[src/hw/rtl/pjtt_pkg.sv]
// Shared types and codes for the periodic job timer table.
// No dependencies; imported by the request and response interfaces, the countdown unit, the table and its testbench.
package pjtt_pkg;

  localparam int unsigned PERIOD_W = 32;
  localparam int unsigned INDEX_W  = 8;
  localparam int unsigned KIND_W   = 3;
  localparam int unsigned ID_W     = 4;

  typedef enum logic [1:0] {
    MODE_ADD   = 2'd0,
    MODE_WAKE  = 2'd1,
    MODE_TICK  = 2'd2,
    MODE_SCHED = 2'd3
  } mode_t;

  localparam logic [KIND_W-1:0] KIND_ADD  = 3'd0;
  localparam logic [KIND_W-1:0] KIND_WAKE = 3'd1;
  localparam logic [KIND_W-1:0] KIND_TICK = 3'd2;
  localparam logic [KIND_W-1:0] KIND_DUE  = 3'd3;
  localparam logic [KIND_W-1:0] KIND_END  = 3'd4;

  localparam logic STATUS_OK  = 1'b0;
  localparam logic STATUS_ERR = 1'b1;

  // Operations of the shared countdown unit.
  typedef enum logic [1:0] {
    OP_DEC    = 2'd0,
    OP_RELOAD = 2'd1,
    OP_LOAD   = 2'd2,
    OP_CLEAR  = 2'd3
  } alu_op_t;

  typedef enum logic [2:0] {
    ST_IDLE,
    ST_EXEC,
    ST_RD,
    ST_EX,
    ST_FIN
  } state_t;

endpackage

[src/hw/rtl/pjtt_req_if.sv]
// Request channel: valid/ready plus one input item.
// Depends on pjtt_pkg for field widths.
interface pjtt_req_if import pjtt_pkg::*; ();
  logic                valid;
  logic                ready;
  logic [1:0]          mode;
  logic [PERIOD_W-1:0] period;
  logic [INDEX_W-1:0]  job_index;

  modport source (output valid, mode, period, job_index, input ready);
  modport sink   (input valid, mode, period, job_index, output ready);
endinterface

[src/hw/rtl/pjtt_rsp_if.sv]
// Response channel: valid/ready plus one result item.
// Depends on pjtt_pkg for field widths.
interface pjtt_rsp_if import pjtt_pkg::*; ();
  logic              valid;
  logic              ready;
  logic [KIND_W-1:0] kind;
  logic              status;
  logic [ID_W-1:0]   job_id;
  logic              last;

  modport source (output valid, kind, status, job_id, last, input ready);
  modport sink   (input valid, kind, status, job_id, last, output ready);
endinterface

[src/hw/rtl/pjtt_cfg_if.sv]
// Configuration write channel carrying the running flag.
// No dependencies.
interface pjtt_cfg_if;
  logic valid;
  logic ready;
  logic running;

  modport source (output valid, running, input ready);
  modport sink   (input valid, running, output ready);
endinterface

[src/hw/rtl/pjtt_ram.sv]
// Generic single-write, single-read RAM with registered read data.
// No dependencies.
module pjtt_ram #(
  parameter int unsigned WIDTH = 32,
  parameter int unsigned DEPTH = 8
) (
  input  logic                                     clk,
  input  logic                                     we,
  input  logic [((DEPTH > 1) ? $clog2(DEPTH) : 1)-1:0] waddr,
  input  logic [WIDTH-1:0]                         wdata,
  input  logic [((DEPTH > 1) ? $clog2(DEPTH) : 1)-1:0] raddr,
  output logic [WIDTH-1:0]                         rdata
);

  logic [WIDTH-1:0] mem [DEPTH];

  always_ff @(posedge clk) begin
    if (we) begin
      mem[waddr] <= wdata;
    end
    rdata <= mem[raddr];
  end

endmodule

[src/hw/rtl/pjtt_alu.sv]
// Shared countdown unit: decrement, reload on zero, load and clear.
// Depends on pjtt_pkg for alu_op_t.
module pjtt_alu import pjtt_pkg::*; (
  input  alu_op_t             op,
  input  logic [PERIOD_W-1:0] cur,
  input  logic [PERIOD_W-1:0] per,
  output logic [PERIOD_W-1:0] nxt,
  output logic                is_zero
);

  always_comb begin
    is_zero = (cur == '0);
    case (op)
      OP_DEC:    nxt = is_zero ? '0 : cur - PERIOD_W'(1);
      OP_RELOAD: nxt = is_zero ? per : cur;
      OP_LOAD:   nxt = per;
      OP_CLEAR:  nxt = '0;
      default:   nxt = '0;
    endcase
  end

endmodule

[src/hw/rtl/periodic_job_timer_table.sv]
// Periodic job timer table. Holds up to MAX_JOBS periodic countdown timers,
// numbered 1..MAX_JOBS in the order they are added. One request beat is
// taken at a time; req.ready is high only while the sequencer is idle, and a
// result may still sit in the response register while the next request is
// taken. Add and wake go from idle through the execute state back to idle;
// the execute state waits until the response register is free. Tick and
// schedule walk the registered entries through one shared countdown unit and
// the timer RAMs at one read port: a read state and an execute state for each
// registered job, then a final read state that finds the end of the table and
// a closing state for the last result. A reply, due or final result waits in
// its state while the response register is full and rsp.ready is low.
// Timer and period storage need no clearing pass: an entry is always written
// by its add before a walk reads it. The running flag is written through cfg
// at any time, one beat per cycle.
module periodic_job_timer_table import pjtt_pkg::*; #(
  parameter int unsigned MAX_JOBS = 8
) (
  input logic          clk,
  input logic          rst,
  pjtt_req_if.sink     req,
  pjtt_rsp_if.source   rsp,
  pjtt_cfg_if.sink     cfg
);

  localparam int unsigned IDX_W = (MAX_JOBS > 1) ? $clog2(MAX_JOBS) : 1;
  localparam int unsigned CNT_W = $clog2(MAX_JOBS + 1);

  state_t state, state_next;

  // Latched request payload.
  mode_t               mode_q;
  logic [PERIOD_W-1:0] period_q;
  logic [INDEX_W-1:0]  idx_q;

  logic [CNT_W-1:0] cnt, cnt_next;     // registered job count, saturates
  logic [CNT_W-1:0] walk, walk_next;   // entry under the walk
  logic             running;

  // Response register.
  logic              ovalid;
  logic [KIND_W-1:0] okind;
  logic              ostatus;
  logic [ID_W-1:0]   oid;
  logic              olast;
  logic              out_free;

  // Result to load this cycle.
  logic              emit;
  logic [KIND_W-1:0] e_kind;
  logic              e_status;
  logic [ID_W-1:0]   e_id;
  logic              e_last;

  // RAM and shared unit wiring.
  logic                cd_we, per_we;
  logic [IDX_W-1:0]    waddr;
  logic [PERIOD_W-1:0] cd_rd, per_rd;
  logic [PERIOD_W-1:0] alu_per, alu_nxt;
  logic                alu_zero;
  alu_op_t             alu_op;

  logic                req_take;
  logic                wake_ok;
  logic [INDEX_W-1:0]  idx_m1;
  logic [CNT_W-1:0]    cnt_inc, walk_inc;

  assign req.ready = (state == ST_IDLE);
  assign req_take  = req.valid && req.ready;
  assign cfg.ready = 1'b1;
  assign out_free  = !ovalid || rsp.ready;

  assign cnt_inc  = cnt + CNT_W'(1);
  assign walk_inc = walk + CNT_W'(1);
  assign idx_m1   = idx_q - INDEX_W'(1);
  assign wake_ok  = running && (idx_q != '0) && (idx_q <= INDEX_W'(cnt));
  assign alu_per  = (state == ST_EXEC) ? period_q : per_rd;

  pjtt_ram #(.WIDTH(PERIOD_W), .DEPTH(MAX_JOBS)) u_cd_ram (
    .clk   (clk),
    .we    (cd_we),
    .waddr (waddr),
    .wdata (alu_nxt),
    .raddr (walk[IDX_W-1:0]),
    .rdata (cd_rd)
  );

  pjtt_ram #(.WIDTH(PERIOD_W), .DEPTH(MAX_JOBS)) u_per_ram (
    .clk   (clk),
    .we    (per_we),
    .waddr (waddr),
    .wdata (period_q),
    .raddr (walk[IDX_W-1:0]),
    .rdata (per_rd)
  );

  pjtt_alu u_alu (
    .op      (alu_op),
    .cur     (cd_rd),
    .per     (alu_per),
    .nxt     (alu_nxt),
    .is_zero (alu_zero)
  );

  always_ff @(posedge clk) begin
    if (rst) begin
      state   <= ST_IDLE;
      cnt     <= '0;
      walk    <= '0;
      running <= 1'b0;
      ovalid  <= 1'b0;
    end else begin
      state <= state_next;
      cnt   <= cnt_next;
      walk  <= walk_next;
      if (cfg.valid && cfg.ready) begin
        running <= cfg.running;
      end
      if (emit) begin
        ovalid <= 1'b1;
      end else if (rsp.ready) begin
        ovalid <= 1'b0;
      end
    end
  end

  // Payload registers: hold the request and the pending result.
  always_ff @(posedge clk) begin
    if (req_take) begin
      mode_q   <= mode_t'(req.mode);
      period_q <= req.period;
      idx_q    <= req.job_index;
    end
    if (emit) begin
      okind   <= e_kind;
      ostatus <= e_status;
      oid     <= e_id;
      olast   <= e_last;
    end
  end

  always_comb begin
    state_next = state;
    cnt_next   = cnt;
    walk_next  = walk;
    emit       = 1'b0;
    e_kind     = KIND_END;
    e_status   = STATUS_OK;
    e_id       = '0;
    e_last     = 1'b1;
    cd_we      = 1'b0;
    per_we     = 1'b0;
    waddr      = walk[IDX_W-1:0];
    alu_op     = OP_DEC;
    case (state)
      ST_IDLE: begin
        if (req_take) begin
          walk_next = '0;
          if (mode_t'(req.mode) == MODE_ADD || mode_t'(req.mode) == MODE_WAKE) begin
            state_next = ST_EXEC;
          end else begin
            state_next = ST_RD;
          end
        end
      end
      ST_EXEC: begin
        // Single-result items: commit the write together with the reply.
        if (out_free) begin
          emit       = 1'b1;
          state_next = ST_IDLE;
          if (mode_q == MODE_ADD) begin
            e_kind = KIND_ADD;
            if (cnt < CNT_W'(MAX_JOBS)) begin
              waddr    = cnt[IDX_W-1:0];
              alu_op   = OP_LOAD;
              cd_we    = 1'b1;
              per_we   = 1'b1;
              cnt_next = cnt_inc;
              e_id     = ID_W'(cnt_inc);
            end else begin
              e_status = STATUS_ERR;
            end
          end else begin
            e_kind = KIND_WAKE;
            if (wake_ok) begin
              waddr  = idx_m1[IDX_W-1:0];
              alu_op = OP_CLEAR;
              cd_we  = 1'b1;
            end else begin
              e_status = STATUS_ERR;
            end
          end
        end
      end
      ST_RD: begin
        // Read of entry walk is in flight; stop once past the last job.
        if (walk == cnt) begin
          state_next = ST_FIN;
        end else begin
          state_next = ST_EX;
        end
      end
      ST_EX: begin
        if (mode_q == MODE_TICK) begin
          alu_op     = OP_DEC;
          cd_we      = 1'b1;
          walk_next  = walk_inc;
          state_next = ST_RD;
        end else begin
          alu_op = OP_RELOAD;
          if (alu_zero) begin
            // Due job: reload and report, or hold until the response frees.
            if (out_free) begin
              emit       = 1'b1;
              e_kind     = KIND_DUE;
              e_id       = ID_W'(walk_inc);
              e_last     = 1'b0;
              cd_we      = 1'b1;
              walk_next  = walk_inc;
              state_next = ST_RD;
            end
          end else begin
            walk_next  = walk_inc;
            state_next = ST_RD;
          end
        end
      end
      ST_FIN: begin
        if (out_free) begin
          emit       = 1'b1;
          e_kind     = (mode_q == MODE_TICK) ? KIND_TICK : KIND_END;
          state_next = ST_IDLE;
        end
      end
      default: begin
        state_next = ST_IDLE;
      end
    endcase
  end

  assign rsp.valid  = ovalid;
  assign rsp.kind   = okind;
  assign rsp.status = ostatus;
  assign rsp.job_id = oid;
  assign rsp.last   = olast;

  // The job count never passes the table size.
  a_cnt_bound: assert property (@(posedge clk) disable iff (rst)
    cnt <= CNT_W'(MAX_JOBS))
    else $error("job count above table size");

  // Only due-job beats leave with last clear.
  a_nonlast_due: assert property (@(posedge clk) disable iff (rst)
    (rsp.valid && !rsp.last) |-> (rsp.kind == KIND_DUE))
    else $error("non-final beat that is not a due job");

  // A walk step only ever looks at a registered entry.
  a_walk_inside: assert property (@(posedge clk) disable iff (rst)
    (state == ST_EX) |-> (walk < cnt))
    else $error("walk beyond registered jobs");

  // Taking a request closes the request port for the next cycle.
  a_one_at_a_time: assert property (@(posedge clk) disable iff (rst)
    req_take |=> !req.ready)
    else $error("request taken while busy");

  // The count changes only through a successful add.
  a_cnt_add_only: assert property (@(posedge clk) disable iff (rst)
    (cnt != cnt_next) |-> (state == ST_EXEC && mode_q == MODE_ADD))
    else $error("job count changed outside an add");

endmodule

[src/flat_wrapper.sv]
// flat-port wrapper written by rule: the top's interface ports become plain ports
module periodic_job_timer_table_flat import pjtt_pkg::*;
#(
  parameter int unsigned MAX_JOBS = 8
)
  (clk, rst, req_valid, req_mode, req_period, req_job_index, req_ready, rsp_valid, rsp_kind, rsp_status, rsp_job_id, rsp_last, rsp_ready, cfg_valid, cfg_running, cfg_ready);
  pjtt_req_if req_i ();
  pjtt_rsp_if rsp_i ();
  pjtt_cfg_if cfg_i ();
  input logic clk;
  input logic rst;
  input wire logic [$bits(req_i.valid)-1:0] req_valid;
  input wire logic [$bits(req_i.mode)-1:0] req_mode;
  input wire logic [$bits(req_i.period)-1:0] req_period;
  input wire logic [$bits(req_i.job_index)-1:0] req_job_index;
  output wire logic [$bits(req_i.ready)-1:0] req_ready;
  output wire logic [$bits(rsp_i.valid)-1:0] rsp_valid;
  output wire logic [$bits(rsp_i.kind)-1:0] rsp_kind;
  output wire logic [$bits(rsp_i.status)-1:0] rsp_status;
  output wire logic [$bits(rsp_i.job_id)-1:0] rsp_job_id;
  output wire logic [$bits(rsp_i.last)-1:0] rsp_last;
  input wire logic [$bits(rsp_i.ready)-1:0] rsp_ready;
  input wire logic [$bits(cfg_i.valid)-1:0] cfg_valid;
  input wire logic [$bits(cfg_i.running)-1:0] cfg_running;
  output wire logic [$bits(cfg_i.ready)-1:0] cfg_ready;
  assign req_i.valid = req_valid;
  assign req_i.mode = req_mode;
  assign req_i.period = req_period;
  assign req_i.job_index = req_job_index;
  assign req_ready = req_i.ready;
  assign rsp_valid = rsp_i.valid;
  assign rsp_kind = rsp_i.kind;
  assign rsp_status = rsp_i.status;
  assign rsp_job_id = rsp_i.job_id;
  assign rsp_last = rsp_i.last;
  assign rsp_i.ready = rsp_ready;
  assign cfg_i.valid = cfg_valid;
  assign cfg_i.running = cfg_running;
  assign cfg_ready = cfg_i.ready;
  periodic_job_timer_table #(.MAX_JOBS(MAX_JOBS)) u_core (.clk(clk), .rst(rst), .req(req_i), .rsp(rsp_i), .cfg(cfg_i));
endmodule
[config.mk]
export PLATFORM = sky130hd
export DESIGN_NAME = periodic_job_timer_table_flat
export DESIGN_NICKNAME = d
export VERILOG_FILES = /design/src/hw/rtl/pjtt_pkg.sv /design/src/hw/rtl/pjtt_req_if.sv /design/src/hw/rtl/pjtt_rsp_if.sv /design/src/hw/rtl/pjtt_cfg_if.sv /design/src/hw/rtl/pjtt_ram.sv /design/src/hw/rtl/pjtt_alu.sv /design/src/hw/rtl/periodic_job_timer_table.sv /design/src/flat_wrapper.sv
export SDC_FILE = /design/constraint.sdc
export NUM_CORES = 1
export LEC_CHECK = 0
export BUFFER_PORTS_ARGS = -buffer_cell sky130_fd_sc_hd__buf_4
export CORE_UTILIZATION = 40
export CTS_CLUSTER_SIZE = 25
export DETAILED_ROUTE_END_ITERATION = 10
export GPL_TIMING_DRIVEN = 0
export PLACE_DENSITY = 0.63
export SYNTH_ARGS = -nofsm -noshare
export SYNTH_HDL_FRONTEND = slang
export SYNTH_HIERARCHICAL = 1
export SYNTH_SLANG_ARGS = --single-unit
[constraint.sdc]
create_clock -name clk -period 6.1 [get_ports clk]
set_input_delay 1.83 -clock clk [delete_from_list [all_inputs] [get_ports clk]]
set_output_delay 1.83 -clock clk [all_outputs]
set_load 0.02 [all_outputs]
==> flow_summary.yaml <==
outcome:
  status: "finished, final reports clean"
power:
  p_total_mw: 9.201
  vdd_drop_max_v: 0.0001920
  p_leak_nw: 9.413
  power_density_nw_per_um2: 312.6
synth:
  ys_ff_latch: 640
  syn_area_per_cell_sq_um: 19.84
  synth_edf_count: 563
  synthArstFlopShare: 0
  yosysTopAreaCell: "edfxtp_1"
  syn_nets: 1330
  ys_warn_count: 6
  synthCells: 1272
  synth.cell_area_sq_um: 25240
  synthTopCellsByArea: "edfxtp_1, mux4_1, dfxtp_1, mux2_2, mux4_2"
  synth_cell_type_count: 64
  synth_seq_area_share: 0.7310
  post-synth-top-area-fraction: 0.6699
  ys.flop_type: "edfxtp_1"
timing:
  finalCriticalPeriod_ns: 5.091
  worst_pin_slew_ns: 1.122
  finalSetupViolations: 0
  maxSlewHeadroom: 0.2481
  tns_ns: 0
  hold_viol: 0
  setup_ws_ns: 1.009
  slew_violations: 0
  period_share: 0.8346
  max_freq_mhz: 196.4
  skew_ns: 0.03321
  rsz0062_at_grt: "false"
clock_network:
  cts_htree_levels: 3
  clock_path_buffers: 3
  post_cts.repair.setup_buffers: 0
  insertion_delay_ns: 0.60
  post_cts_resized: 0
  cts_tree: "yes"
  cts_sinks: 640
  cts.clk_slew.worst_paths_ns: 0.06
  cts_buffers: 66
  root_buffer: "clkbuf_16"
  holdBufCountCts: 0
layout:
  syn_to_final_growth_pct: 16.64
  layout.cells.most_common_list: "edfxtp_1, mux2_2, mux4_1, dfxtp_1, clkbuf_16"
  final_common_cell: "edfxtp_1"
  layout.nets: 1484
  nFillCells: 5102
  drive_gt1_frac: 0.2737
  n_antenna_cell: 0
floorplan:
  die_area_sq_um: 64100
  num_rows: 91
  boundaryPins: 60
  die_w_um: 253.2
  core-area_sq_um: 62050
  fp.dieH_um: 253.2
  start_util: 0.4067
global_route:
  grt_max_degree: 28
  first_global_vias: 12940
  grtUsageTotal: 0.1730
  grt_pass1_wl_mm: 81.32
  grt-ovfl-total: 0
  antenna_found_initial: 0
critical_path:
  crit_start: "rsp_ready"
  crit_arrival_ns: 5.36
  r2r_slack_ns: 1.43
  cp-start-kind: "primary input"
  critPathBufInv: 3
  worstPathRequired_ns: 6.37
  cp_top_family: "simple AND/OR/NAND/NOR gates"
  crit_top_cell: "clkbuf_1"
  critPathMaxFanout: 10
  cpMaxStageDelayCell: "o311ai_1"
  cp-end-kind: "flip-flop"
  r2r-start: "u_core/u_cd_ram/rdata[13]"
  critPathKind: "primary input to flip-flop"
  slowest_delay_ns: 0.80
  critical_path.cell_chain: "buf_4, nand2b_1, clkbuf_1, nand2_1, nor2_1, a22o_1, clkbuf_1, or3_1, nor4_1, nand4_1, o311ai_1"
placement:
  portBuffers: 58
  place_congestion: 0.8147
  dp_hpwl_mm: 34.40
  post-place-ws_ns: 0.4370
worst_hold_path:
  hold_path_class: "flip-flop to flip-flop"
  hp-start: "u_core/running"
detailed_routing:
  vias: 12600
  viasPerCell: 5.447
  drt_iter0_drc: 919
  remaining_drc_errors: 0
  ant_nets: 0
  drt-wirelength-per-cell_um: 23.25
  wirelength_mm: 53.78
  firstDrtPassIters: 4
flow_run:
  drv_cap: 0
[per-stage QoR]
step,hold slack [ns],cell area [sq um],util,cells
floorplan,0.4827,25240,-,1272
global placement,0.5210,26720,0.4306,2167
detailed placement,0.5305,27300,0.4399,2195
CTS,0.5390,29430,0.4742,2313
global route,0.5888,29440,0.4744,2313
finish,0.5380,29440,0.4744,2313
[routing by layer]
layer | GRT usage | vias to the layer above | part of all wire
met3 | 0.02899 | 86 | 0.045
met1 | 0.2485 | 6624 | 0.46
met2 | 0.2728 | 344 | 0.47
met4 | 0.04710 | 0 | 0.021
met5 | 0 | - | 0
li1 | - | 5546 | -
[worst reg2reg max path: stages (launching register included)]
cell       delay, ns
dfxtp_1         0.35
or4_1           0.66
nand4bb_1       0.24
clkbuf_1        0.30
nor4_2          0.93
nand2_1         0.11
a21oi_1         0.21
a211o_1         0.15
nand2_1         0.22
nor3_2          0.92
buf_6           0.28
[state kept, by name, summed over array words and instances, names as in the netlist, 2 cells and up]
| name | count |
|---|---|
| u_core/state | 3 |
| u_core/rsp.kind | 3 |
| u_core/u_cd_ram/rdata | 32 |
| u_core/period_q | 32 |
| u_core/cnt | 4 |
| u_core/rsp.job_id | 4 |
| u_core/u_per_ram/rdata | 32 |
| u_core/walk | 4 |
| u_core/u_per_ram/mem | 256 |
| u_core/mode_q | 2 |
| u_core/u_cd_ram/mem | 256 |
| u_core/idx_q | 8 |
[power breakdown]
group / switching (mW) / internal, mW
clock network: 1.62 / 2.31
logic: 0.196 / 0.137
registers: 0.0693 / 4.87
[cell families (layout without fill, tap and decap cells)]
group	Yosys count	in the layout	share of synthesized area
buffers and inverters	71	275	0.01621
AO/OA/AOI/OAI	89	89	0.02335
AND/OR/NAND/NOR	201	201	0.04254
XOR/XNOR	30	30	0.01041
adder cells (fa/ha/maj)	10	10	0.004958
other	1	1	0.0001486
multiplexers	230	230	0.1714
flip-flops	640	640	0.7310
[Yosys cell counts, types with 4 or more instances]
library cell,count
a21oi_1,20
a22o_1,4
buf_1,9
buf_2,21
buf_6,15
clkbuf_1,11
dfxtp_1,77
edfxtp_1,563
ha_1,10
inv_1,13
mux2_2,97
mux2i_1,5
mux4_1,80
mux4_2,48
nand2_1,43
nand2b_1,11
nand3_1,17
nand4_1,5
nor2_1,40
nor2b_1,7
nor3_1,26
nor4_1,9
o211ai_1,6
o21ai_0,26
o22ai_1,7
or2_2,8
or3_1,12
xnor2_1,23
xor2_1,7
[cell type report]
type / count / area [sq um] / share of cell area
buffer: 57 / 356.6 / 0.01211
inverter: 14 / 52.55 / 0.001785
tap: 837 / 1047 / 0.03558
clock buffer: 86 / 1893 / 0.06431
sequential: 640 / 18450 / 0.6267
timing repair buffer: 86 / 902.1 / 0.03065
multi-input combinational: 561 / 6501 / 0.2209
clock inverter: 32 / 236.5 / 0.008033
[path summary, 6_finish.rpt]
check | endpoint | cells after the start
min | u_core/running | 2
min reg2reg | u_core/running | 2
max | u_core/u_cd_ram/mem[4][31] | 11
max reg2reg | u_core/u_cd_ram/mem[4][11] | 10
Power figures use the tool's default switching activity.
